`src/rtl/lfupr_pkg.sv`:
```
// Shared types and constants for the LFU page replacement unit.
// No dependencies.
package lfupr_pkg;

    localparam int MAX_FRAMES_DEF = 16;
    localparam int PAGE_IDS_DEF   = 1024;
    localparam int COUNT_BITS_DEF = 16;

    localparam int PAGE_W  = 10;
    localparam int CFG_W   = 5;
    localparam int TOTAL_W = 32;

    localparam logic [CFG_W-1:0] FRAMES_RESET = CFG_W'(16);

    typedef enum logic [0:0] {
        ST_IDLE,
        ST_UPDATE
    } state_t;

    // Commands from the controller to the datapath
    typedef struct packed {
        logic capture;
        logic commit;
    } cmd_t;

endpackage

```
`src/rtl/lfupr_ctrl.sv`:
```
// Controller for the LFU page replacement unit: request handshake,
// lookup/update sequencing and the result valid flag. Uses lfupr_pkg.
module lfupr_ctrl (
    input  logic            clk,
    input  logic            rst_n,
    input  logic            in_valid,
    output logic            in_ready,
    output logic            out_valid,
    input  logic            out_ready,
    output lfupr_pkg::cmd_t cmd
);

    lfupr_pkg::state_t state_reg, state_next;
    logic              out_valid_reg, out_valid_next;

    always_ff @(posedge clk or negedge rst_n)
    begin
        if (!rst_n)
        begin
            state_reg     <= lfupr_pkg::ST_IDLE;
            out_valid_reg <= 1'b0;
        end
        else
        begin
            state_reg     <= state_next;
            out_valid_reg <= out_valid_next;
        end
    end

    always_comb
    begin
        state_next  = state_reg;
        cmd.capture = 1'b0;
        cmd.commit  = 1'b0;
        in_ready    = 1'b0;
        // drop the result once taken
        out_valid_next = out_valid_reg && !out_ready;
        unique case (state_reg)
            lfupr_pkg::ST_IDLE:
            begin
                in_ready = 1'b1;
                if (in_valid)
                begin
                    cmd.capture = 1'b1;
                    state_next  = lfupr_pkg::ST_UPDATE;
                end
            end
            lfupr_pkg::ST_UPDATE:
            begin
                // hold until the result register is free
                if (!out_valid_reg || out_ready)
                begin
                    cmd.commit     = 1'b1;
                    out_valid_next = 1'b1;
                    state_next     = lfupr_pkg::ST_IDLE;
                end
            end
            default:
            begin
                state_next = lfupr_pkg::ST_IDLE;
            end
        endcase
    end

    assign out_valid = out_valid_reg;

endmodule

```
`src/rtl/lfupr_dp.sv`:
```
// Datapath for the LFU page replacement unit: slot list with counts,
// occupancy, capacity register, running totals and result registers.
// Uses lfupr_pkg.
module lfupr_dp #(
    parameter int MAX_FRAMES = lfupr_pkg::MAX_FRAMES_DEF,
    parameter int PAGE_IDS   = lfupr_pkg::PAGE_IDS_DEF,
    parameter int COUNT_BITS = lfupr_pkg::COUNT_BITS_DEF
) (
    input  logic                          clk,
    input  logic                          rst_n,
    input  lfupr_pkg::cmd_t               cmd,
    input  logic                          cfg_write,
    input  logic [lfupr_pkg::CFG_W-1:0]   cfg_data,
    input  logic [lfupr_pkg::PAGE_W-1:0]  page_id,
    output logic                          was_hit,
    output logic                          evict_valid,
    output logic [lfupr_pkg::PAGE_W-1:0]  evicted_page,
    output logic [lfupr_pkg::TOTAL_W-1:0] hit_total,
    output logic [lfupr_pkg::TOTAL_W-1:0] miss_total
);

    localparam int PAGE_W  = lfupr_pkg::PAGE_W;
    localparam int CFG_W   = lfupr_pkg::CFG_W;
    localparam int TOTAL_W = lfupr_pkg::TOTAL_W;
    localparam int OCC_W   = $clog2(MAX_FRAMES + 1);
    localparam int CAP_W   = (OCC_W > CFG_W) ? OCC_W : CFG_W;

    logic [PAGE_W-1:0]     slot_page_reg  [MAX_FRAMES];
    logic [PAGE_W-1:0]     slot_page_next [MAX_FRAMES];
    logic [COUNT_BITS-1:0] slot_count_reg [MAX_FRAMES];
    logic [COUNT_BITS-1:0] slot_count_next[MAX_FRAMES];
    logic [OCC_W-1:0]      occ_reg, occ_next;
    logic [CFG_W-1:0]      frames_reg, frames_next;
    logic [TOTAL_W-1:0]    hits_reg, hits_next;
    logic [TOTAL_W-1:0]    misses_reg, misses_next;

    // request captured at accept
    logic [PAGE_W-1:0]     page_reg;
    logic                  inrange_reg;
    logic [MAX_FRAMES-1:0] match_reg;

    logic                  was_hit_reg, was_hit_next;
    logic                  evict_valid_reg, evict_valid_next;
    logic [PAGE_W-1:0]     evicted_page_reg, evicted_page_next;

    logic [MAX_FRAMES-1:0] match;
    logic [MAX_FRAMES-1:0] m_set;
    logic [MAX_FRAMES-1:0] m_prev;
    logic [MAX_FRAMES-1:0] below;
    logic [MAX_FRAMES-1:0] tail;
    logic [MAX_FRAMES-1:0] wpos;
    logic [COUNT_BITS-1:0] cnt_old, cnt_new;
    logic [CAP_W-1:0]      cap;
    logic                  hit, miss, full;
    logic [PAGE_W-1:0]     tail_page;

    // residency lookup against the live slots
    always_comb
    begin
        for (int k = 0; k < MAX_FRAMES; k++)
        begin
            match[k] = (OCC_W'(k) < occ_reg) && (slot_page_reg[k] == page_id);
        end
    end

    always_comb
    begin
        cap = CAP_W'(frames_reg);
        if (cap == '0)
        begin
            cap = CAP_W'(1);
        end
        else if (cap > CAP_W'(MAX_FRAMES))
        begin
            cap = CAP_W'(MAX_FRAMES);
        end
    end

    assign hit  = inrange_reg && (|match_reg);
    assign miss = inrange_reg && !(|match_reg);
    assign full = CAP_W'(occ_reg) >= cap;

    always_comb
    begin
        cnt_old   = '0;
        tail_page = '0;
        for (int k = 0; k < MAX_FRAMES; k++)
        begin
            cnt_old   = cnt_old | (match_reg[k] ? slot_count_reg[k] : '0);
            tail[k]   = (occ_reg == OCC_W'(k + 1));
            wpos[k]   = full ? tail[k] : (occ_reg == OCC_W'(k));
            tail_page = tail_page | (tail[k] ? slot_page_reg[k] : '0);
        end
        cnt_new = (&cnt_old) ? cnt_old : cnt_old + 1'b1;
        // slots ahead of the hit whose count does not exceed the new count
        for (int k = 0; k < MAX_FRAMES; k++)
        begin
            below[k] = |(match_reg >> (k + 1));
            m_set[k] = match_reg[k] || (below[k] && (slot_count_reg[k] <= cnt_new));
        end
        m_prev = m_set << 1;
    end

    always_comb
    begin
        for (int k = 0; k < MAX_FRAMES; k++)
        begin
            slot_page_next[k]  = slot_page_reg[k];
            slot_count_next[k] = slot_count_reg[k];
        end
        occ_next          = occ_reg;
        hits_next         = hits_reg;
        misses_next       = misses_reg;
        was_hit_next      = was_hit_reg;
        evict_valid_next  = evict_valid_reg;
        evicted_page_next = evicted_page_reg;
        frames_next       = cfg_write ? cfg_data : frames_reg;

        if (cmd.commit)
        begin
            was_hit_next      = hit;
            evict_valid_next  = miss && full;
            evicted_page_next = (miss && full) ? tail_page : '0;
            if (hit)
            begin
                if (hits_reg != '1)
                begin
                    hits_next = hits_reg + 1'b1;
                end
                // shift the run of counts not above the new count back by one slot
                for (int k = 1; k < MAX_FRAMES; k++)
                begin
                    if (m_prev[k] && m_set[k])
                    begin
                        slot_page_next[k]  = slot_page_reg[k-1];
                        slot_count_next[k] = slot_count_reg[k-1];
                    end
                end
                for (int k = 0; k < MAX_FRAMES; k++)
                begin
                    if (m_set[k] && !m_prev[k])
                    begin
                        slot_page_next[k]  = page_reg;
                        slot_count_next[k] = cnt_new;
                    end
                end
            end
            else if (miss)
            begin
                if (misses_reg != '1)
                begin
                    misses_next = misses_reg + 1'b1;
                end
                for (int k = 0; k < MAX_FRAMES; k++)
                begin
                    if (wpos[k])
                    begin
                        slot_page_next[k]  = page_reg;
                        slot_count_next[k] = COUNT_BITS'(1);
                    end
                end
                if (!full)
                begin
                    occ_next = occ_reg + 1'b1;
                end
            end
        end
    end

    always_ff @(posedge clk or negedge rst_n)
    begin
        if (!rst_n)
        begin
            occ_reg    <= '0;
            frames_reg <= lfupr_pkg::FRAMES_RESET;
            hits_reg   <= '0;
            misses_reg <= '0;
        end
        else
        begin
            occ_reg    <= occ_next;
            frames_reg <= frames_next;
            hits_reg   <= hits_next;
            misses_reg <= misses_next;
        end
    end

    always_ff @(posedge clk)
    begin
        for (int k = 0; k < MAX_FRAMES; k++)
        begin
            slot_page_reg[k]  <= slot_page_next[k];
            slot_count_reg[k] <= slot_count_next[k];
        end
        was_hit_reg      <= was_hit_next;
        evict_valid_reg  <= evict_valid_next;
        evicted_page_reg <= evicted_page_next;
        if (cmd.capture)
        begin
            page_reg    <= page_id;
            inrange_reg <= int'(page_id) < PAGE_IDS;
            match_reg   <= match;
        end
    end

    assign was_hit      = was_hit_reg;
    assign evict_valid  = evict_valid_reg;
    assign evicted_page = evicted_page_reg;
    assign hit_total    = hits_reg;
    assign miss_total   = misses_reg;

endmodule

```
`src/rtl/lfu_page_replacement_unit.sv`:
```
// LFU page replacement unit, top level.
// Sequencing: the slot lookup runs in the accept cycle and is registered; the
// update and the result register load follow in ST_UPDATE, which waits while
// the result register is not taken. A new request is accepted only once the
// current one has been committed and the controller is back in ST_IDLE.
// Reset: list empty, totals zero, frames_in_use 16; no clearing pass.
// Depends on lfupr_pkg, lfupr_ctrl and lfupr_dp.
module lfu_page_replacement_unit #(
    parameter int MAX_FRAMES = lfupr_pkg::MAX_FRAMES_DEF,
    parameter int PAGE_IDS   = lfupr_pkg::PAGE_IDS_DEF,
    parameter int COUNT_BITS = lfupr_pkg::COUNT_BITS_DEF
) (
    input  logic                          clk,
    input  logic                          rst_n,
    input  logic                          cfg_valid,
    output logic                          cfg_ready,
    input  logic [lfupr_pkg::CFG_W-1:0]   frames_in_use,
    input  logic                          in_valid,
    output logic                          in_ready,
    input  logic [lfupr_pkg::PAGE_W-1:0]  page_id,
    output logic                          out_valid,
    input  logic                          out_ready,
    output logic                          was_hit,
    output logic                          evict_valid,
    output logic [lfupr_pkg::PAGE_W-1:0]  evicted_page,
    output logic [lfupr_pkg::TOTAL_W-1:0] hit_total,
    output logic [lfupr_pkg::TOTAL_W-1:0] miss_total
);

    lfupr_pkg::cmd_t cmd;

    assign cfg_ready = 1'b1;

    lfupr_ctrl u_ctrl (
        .clk       (clk),
        .rst_n     (rst_n),
        .in_valid  (in_valid),
        .in_ready  (in_ready),
        .out_valid (out_valid),
        .out_ready (out_ready),
        .cmd       (cmd)
    );

    lfupr_dp #(
        .MAX_FRAMES (MAX_FRAMES),
        .PAGE_IDS   (PAGE_IDS),
        .COUNT_BITS (COUNT_BITS)
    ) u_dp (
        .clk          (clk),
        .rst_n        (rst_n),
        .cmd          (cmd),
        .cfg_write    (cfg_valid && cfg_ready),
        .cfg_data     (frames_in_use),
        .page_id      (page_id),
        .was_hit      (was_hit),
        .evict_valid  (evict_valid),
        .evicted_page (evicted_page),
        .hit_total    (hit_total),
        .miss_total   (miss_total)
    );

    // one request in flight at a time
    a_one_in_flight: assert property (@(posedge clk) disable iff (!rst_n)
        in_valid && in_ready |=> !in_ready)
        else $error("request accepted while another is in flight");

    a_evict_on_miss: assert property (@(posedge clk) disable iff (!rst_n)
        out_valid && evict_valid |-> !was_hit && (miss_total != '0))
        else $error("eviction reported without a miss");

    a_evict_page_zero: assert property (@(posedge clk) disable iff (!rst_n)
        out_valid && !evict_valid |-> evicted_page == '0)
        else $error("evicted page nonzero without eviction");

    a_hit_counted: assert property (@(posedge clk) disable iff (!rst_n)
        out_valid && was_hit |-> hit_total != '0)
        else $error("hit reported with zero hit total");

endmodule

```
`config.mk`:
```
export PLATFORM = sky130hd
export DESIGN_NAME = lfu_page_replacement_unit
export DESIGN_NICKNAME = d
export VERILOG_FILES = /design/src/rtl/lfupr_pkg.sv /design/src/rtl/lfupr_ctrl.sv /design/src/rtl/lfupr_dp.sv /design/src/rtl/lfu_page_replacement_unit.sv
export SDC_FILE = /design/constraint.sdc
export NUM_CORES = 1
export LEC_CHECK = 0
export BUFFER_PORTS_ARGS = -buffer_cell sky130_fd_sc_hd__buf_2
export CAP_MARGIN = 20
export CORE_AREA = 2 2 284 216
export CTS_BUF_LIST = sky130_fd_sc_hd__clkbuf_4
export DETAILED_ROUTE_END_ITERATION = 10
export DIE_AREA = 0 0 286 218
export GPL_TIMING_DRIVEN = 0
export PLACE_DENSITY = 0.73
export SETUP_SLACK_MARGIN = 0.1
export SLEW_MARGIN = 20
export SYNTH_ARGS = -nofsm -noshare
export SYNTH_HDL_FRONTEND = slang
export SYNTH_HIERARCHICAL = 1
export SYNTH_SLANG_ARGS = --single-unit
```
`constraint.sdc`:
```
create_clock -name clk -period 8.6 [get_ports clk]
set_clock_uncertainty 0.05 [all_clocks]
set_input_delay 1.29 -clock clk [delete_from_list [all_inputs] [get_ports clk]]
set_output_delay 1.29 -clock clk [all_outputs]
set_load 0.05 [all_outputs]
```
[Yosys cells after proc, flatten, opt, wreduce, memory -nomap -nowiden]
Memories as Yosys holds them, arrays and structs flattened.
Cells that the tools add are included.
Operators by class
  add/sub/neg operators: 4
  magnitude comparators: 33
  equal/unequal tests: 34
  muxes and demuxes: 158
  bitwise operators: 33
  reduce and logical (&&, ||, !) cells: 118
Operator list (count)
  2-to-1 mux 16 bit: 64
  2-to-1 mux 10 bit: 63
  2-to-1 mux 256 bit: 2
  2-to-1 mux 160 bit: 2
  less-or-equal comparator 16 bit: 15
  bitwise OR 16 bit: 15
  == test 10 bit: 16
  bitwise OR 10 bit: 15
  adder 32 x 1 -> 32 bit, second input constant: 2
  != test 32 bit, second input constant: 2
  logical AND 1 bit: 63
  == test 5 x 4 -> 1 bit, second input constant: 8
  < comparator 4 x 5 -> 1 bit, first input constant: 8
  2-to-1 mux 1 bit: 24
  == test 5 x 3 -> 1 bit, second input constant: 4
  < comparator 3 x 5 -> 1 bit, first input constant: 4
  zero test 1 bit: 18
  adder 16 x 1 -> 16 bit, second input constant: 1
  logical OR 1 bit: 16
  AND reduction 16 bit: 1
  OR reduction 16 bit: 1
  OR reduction 15 bit: 1
  OR reduction 14 bit: 1
  OR reduction 13 bit: 1
  25 further kinds: 33
Word-level totals
  register bits: 114
  memory bits (writable): 416
  input bits: 20
  output and inout port bits: 79
  logic and storage cells: 393
  memories kept: 2
Memory list
  u_dp.slot_count_reg: depth 16, bits a word 16, read ports 16, clocked after Yosys merged registers in 0, write ports 16, line lfupr_dp.sv:30  | logic [COUNT_BITS-1:0] slot_count_reg [MAX_FRAMES];
  u_dp.slot_page_reg: depth 16, bits a word 10, read ports 16, clocked after Yosys merged registers in 0, write ports 16, line lfupr_dp.sv:28  | logic [PAGE_W-1:0] slot_page_reg [MAX_FRAMES];

[Depth between registers and ports, before layout]
An unclocked memory read counts as a cell.
  depth after elaboration: 27
  depth in mapped cells: 32
  gate-level depth less buffers: 25

[Modules after synthesis]
Netlist, hierarchy kept.
By module, submodules not included
  lfupr_dp: instances 1, cells each 2935, area an instance 33482.1 µm²
  lfupr_ctrl: instances 1, cells each 8, area an instance 93.8 µm²
  lfu_page_replacement_unit: instances 1, cells each 2, area an instance 11.3 µm²

[Worst setup path before layout]
Ideal clock, no wire load.
  kind: reg2reg
  from: register u_dp/match_reg[7] (netlist name)
  to: memory u_dp/slot_count_reg[1][16] (netlist bit) (enable)
  library setup time: 0.425 ns
  arrival: 6.650 ns
  data required time: 8.125 ns
  slack: 1.475 ns
  cell stages (with the launch flop): 27
  buffers on the path: 5
  clock period less this slack: 7.125 ns
  cells stage by stage: edfxtp_1 > buf_2 > buf_2 > a22o_1 > a221oi_1 > nand3_1 > nor2_1 > inv_1 > ha_1 > nor3b_2 > buf_2 > nand4_2 > buf_2 > nand2_1 > nor2_1 > nand4_1 > xor2_1 > clkbuf_1 > inv_1 > ha_1 > nand3_1 > nor4_1 > and3_1 > nor4b_1 > o32a_1 > a22oi_1 > a31oi_1
RTL lines (line)
  end: declaration: lfupr_dp.sv:30

==> results.cfg <==
[run_status]
status = finished with violations
violations = negative setup slack

[yosys]
synth_edf_count = 454
yosysWarnings = 6
yosysUniqueCellTypes = 98
syn_avg_cell_area_um2 = 11.4
ys_ff_latch = 530
synth_area_um2 = 33600
ys_async_sr_fraction_pct = 14.3
synth_cells = 2945
synth-seq-area-share_pct = 46.3
yosysTopAreaCell = edfxtp_1
synth-main-ff-cell = edfxtp_1
yosysMostFrequentCell = edfxtp_1
synth_commonest_cells = edfxtp_1, ha_1, xnor2_1
ys_top_cells_by_area = edfxtp_1, ha_1, dfrtp_1, mux2_2, xnor2_1
syn_nets = 3185
synth.top_cell.area_share_pct = 40.6

[drt]
drtAntennaViolNets = 0
num_vias = 30758
post_drt_wl_per_cell_um = 35.8
routed_wl_um = 150000
firstDrtPassIters = 8
vias_per_cell = 7.35
route.detailed.drc = 0
drt_iter0_markers = 5662

[die]
start_util_pct = 56.2
ios = 99
die_height_um = 218
die_w_um = 286
fp-row-count = 78
core-area_um2 = 59700
die-area_um2 = 62300

[worst_setup_path]
worst_ep_arrival_time_ps = 9420
worst_ep_required_time_ps = 9340
crit_path_end_kind = flip-flop
critPathLaunch = u_dp/match_reg[9]
crit_type = flip-flop to flip-flop
critPathLaunchType = flip-flop
cp_max_fo = 10
rr_startpoint = u_dp/match_reg[9]

[cells_and_area]
fillCellCount = 4783
largest_register_ffs = 256
area_growth_pct = 14.0
nets = 3506
drive_above_1_share_pct = 22.7

[timing]
setup_viol = 30
fmax_ghz = 0.115
max_slew.worst_pin.slew_ps = 1310
post-route-period-util_pct = 101
fin_crit_ps = 8680
worst_slack_ps = -79.5
maxSlewHeadroom_pct = 12.5
rsz0062_at_grt = no
fin_hold_ws_ps = 165
maxSlewViolCount = 0
hold_violations = 0

[placement]
dpl.hpwl_um = 115000
finalWeightedCongestion = 1.13
portBuffers = 97

[clock_tree]
cts_tree = yes
path_clk_slew_ps = 70
clk_latency_ps = 1070
h-tree-depth = 4
clock-root-buffer = clkbuf_4
cts_sinks = 530
clock_tree.buffer_depth = 3
cts_inserted_buffers = 142

[pwr]
combPwrFrac_pct = 50.3
power.switching_mw = 6.70
swShare_pct = 46.7
pwr-share-clk_pct = 16.0
p_per_area_nw_per_um2 = 375
power_frac_seq_pct = 33.7
p_int_mw = 7.64
ir_worst_vdd_mv = 0.213
power_mw = 14.3
leakagePower_nw = 15.0

[global_routing]
grt_pass1_vias = 28307
grt_pass1_wl_um = 205000
grt.overflow.total = 0
track_usage_pct = 47.1
antenna_found_initial = 8
grt_max_degree = 47

[hold_path]
hold_path_class = input port to asynchronous set/reset pin

[flow_run]
cap_violations = 0
-- power groups by stage --
| stage | sequential, mW | clock [mW] | combinational [mW] |
|---|---|---|---|
| floorplan | 4.27 | 0 | 4.13 |
| detailed placement | 4.71 | 0 | 6.31 |
| finish | 4.84 | 2.29 | 7.21 |
| global route | 4.78 | 2.43 | 7.50 |
| CTS | 4.67 | 2.30 | 6.56 |
| global placement | 4.73 | 0 | 5.93 |
-- path summary, 6_finish.rpt --
check                      cells past startpoint                         to  slack [ps]
hold / removal                                 1        u_dp/miss_total[24]         160
min in group clk                               1           u_dp/page_reg[8]         370
setup reg to reg                              26  u_dp/slot_page_reg[1][28]         -80
hold reg to reg                                1         u_dp/miss_total[5]         440
max in group asynchronous                      2         u_dp/miss_total[4]        7720
setup / recovery                              26  u_dp/slot_page_reg[1][28]         -80
-- layer usage --
metal / up-vias / GRT usage (%) / share of wire, %
met5: - / 1.09 / 0.16
met4: 12 / 13.1 / 2.9
met3: 390 / 30.8 / 22
met2: 3015 / 57.2 / 36
met1: 15056 / 66.6 / 39
li1: 12285 / - / -
-- critical path, stage by stage, from the launching register on --
cell and delay (ps):
edfxtp_1 380, buf_2 240, a22o_1 420, a221oi_1 870, and4_1 330, clkbuf_1 230
nor4_1 140, and4_1 260, buf_6 180, buf_2 300, xnor2_2 780, clkbuf_1 790
clkinvlp_4 240, buf_4 240, buf_4 210, ha_1 200, inv_1 50, a21o_1 130
a31oi_1 80, o21ai_0 160, a21oi_1 90, o31ai_1 110, a311o_1 600, a31oi_4 210
nor2_2 340, buf_2 400, mux2_2 380
-- cell type report --
class / count / area, um^2 / share of cell area (%)
flip-flops and latches: 530 / 15500 / 40.6
repair buffers: 177 / 1420 / 3.70
diodes: 8 / 20.0 / 0.0523
multi-input cells: 2142 / 17200 / 45.0
clock buffers: 196 / 1470 / 3.84
inverters: 77 / 337 / 0.879
clock inverters: 56 / 298 / 0.778
well taps: 800 / 1000 / 2.61
plain buffers: 196 / 992 / 2.59
-- cell families (layout without fill, tap and decap cells) --
kind of cell    Yosys count  in the layout  share of synthesized area [%]
flops                   530            530                           46.3
mux                     177            177                           5.97
simple gates            697            697                           11.0
compound gates          794            794                           18.2
other cells               1              9                         0.0112
buf+inv                 273            702                           3.73
fa+ha+maj               221            221                           8.23
xor+xnor                252            252                           6.57
-- layout by cell type, fill, tap and decap left out, types with 12 or more instances in the layout --
cell type | synthesis | final
and4_1 | 28 | 28
clkbuf_1 | 101 | 94
mux2_2 | 143 | 143
o211ai_1 | 12 | 12
nor2b_1 | 21 | 21
o22a_1 | 173 | 169
o21ai_0 | 67 | 65
inv_1 | 74 | 62
a22oi_1 | 70 | 68
xor2_1 | 69 | 66
nand3_1 | 81 | 80
clkinvlp_4 | 0 | 15
nor3_1 | 31 | 29
buf_2 | 57 | 149
buf_6 | 13 | 14
nor4_1 | 22 | 21
a221oi_1 | 77 | 73
a21o_1 | 60 | 60
a21oi_1 | 99 | 93
nand4_1 | 63 | 63
clkinv_1 | 0 | 36
a22o_1 | 68 | 68
a31oi_1 | 30 | 26
ha_1 | 220 | 220
o22ai_1 | 17 | 17
nor2_1 | 137 | 127
dfrtp_1 | 75 | 75
nand2_1 | 173 | 173
buf_4 | 15 | 78
xnor2_1 | 183 | 180
clkbuf_4 | 0 | 197
nor2_2 | 7 | 12
and3_1 | 39 | 39
or3_1 | 19 | 19
edfxtp_1 | 454 | 454
mux2_1 | 17 | 17
-- through the flow --
step | setup WS, ps | util [%] | instance area [um^2] | instances | TNS, ps
after CTS | 120 | 63.3 | 37800 | 4136 | 0
after detailed placement | -2890 | 59.6 | 35600 | 3857 | -1013270
after global placement | -3820 | 58.7 | 35100 | 3842 | -1794200
after floorplan | 1470 | - | 33600 | 2945 | 0
final | -79.5 | 64.1 | 38300 | 4182 | -949
after global routing | 84.0 | 64.1 | 38300 | 4178 | 0
-- repair_timing --
action,CTS,global route
setup buffers,27,38
hold endpoints to repair,0,0
pin swaps,6,2
hold buffers,0,0
resized for setup,47,25
endpoints found under the setup margin,780,367
(Power assumes the default switching activity.)
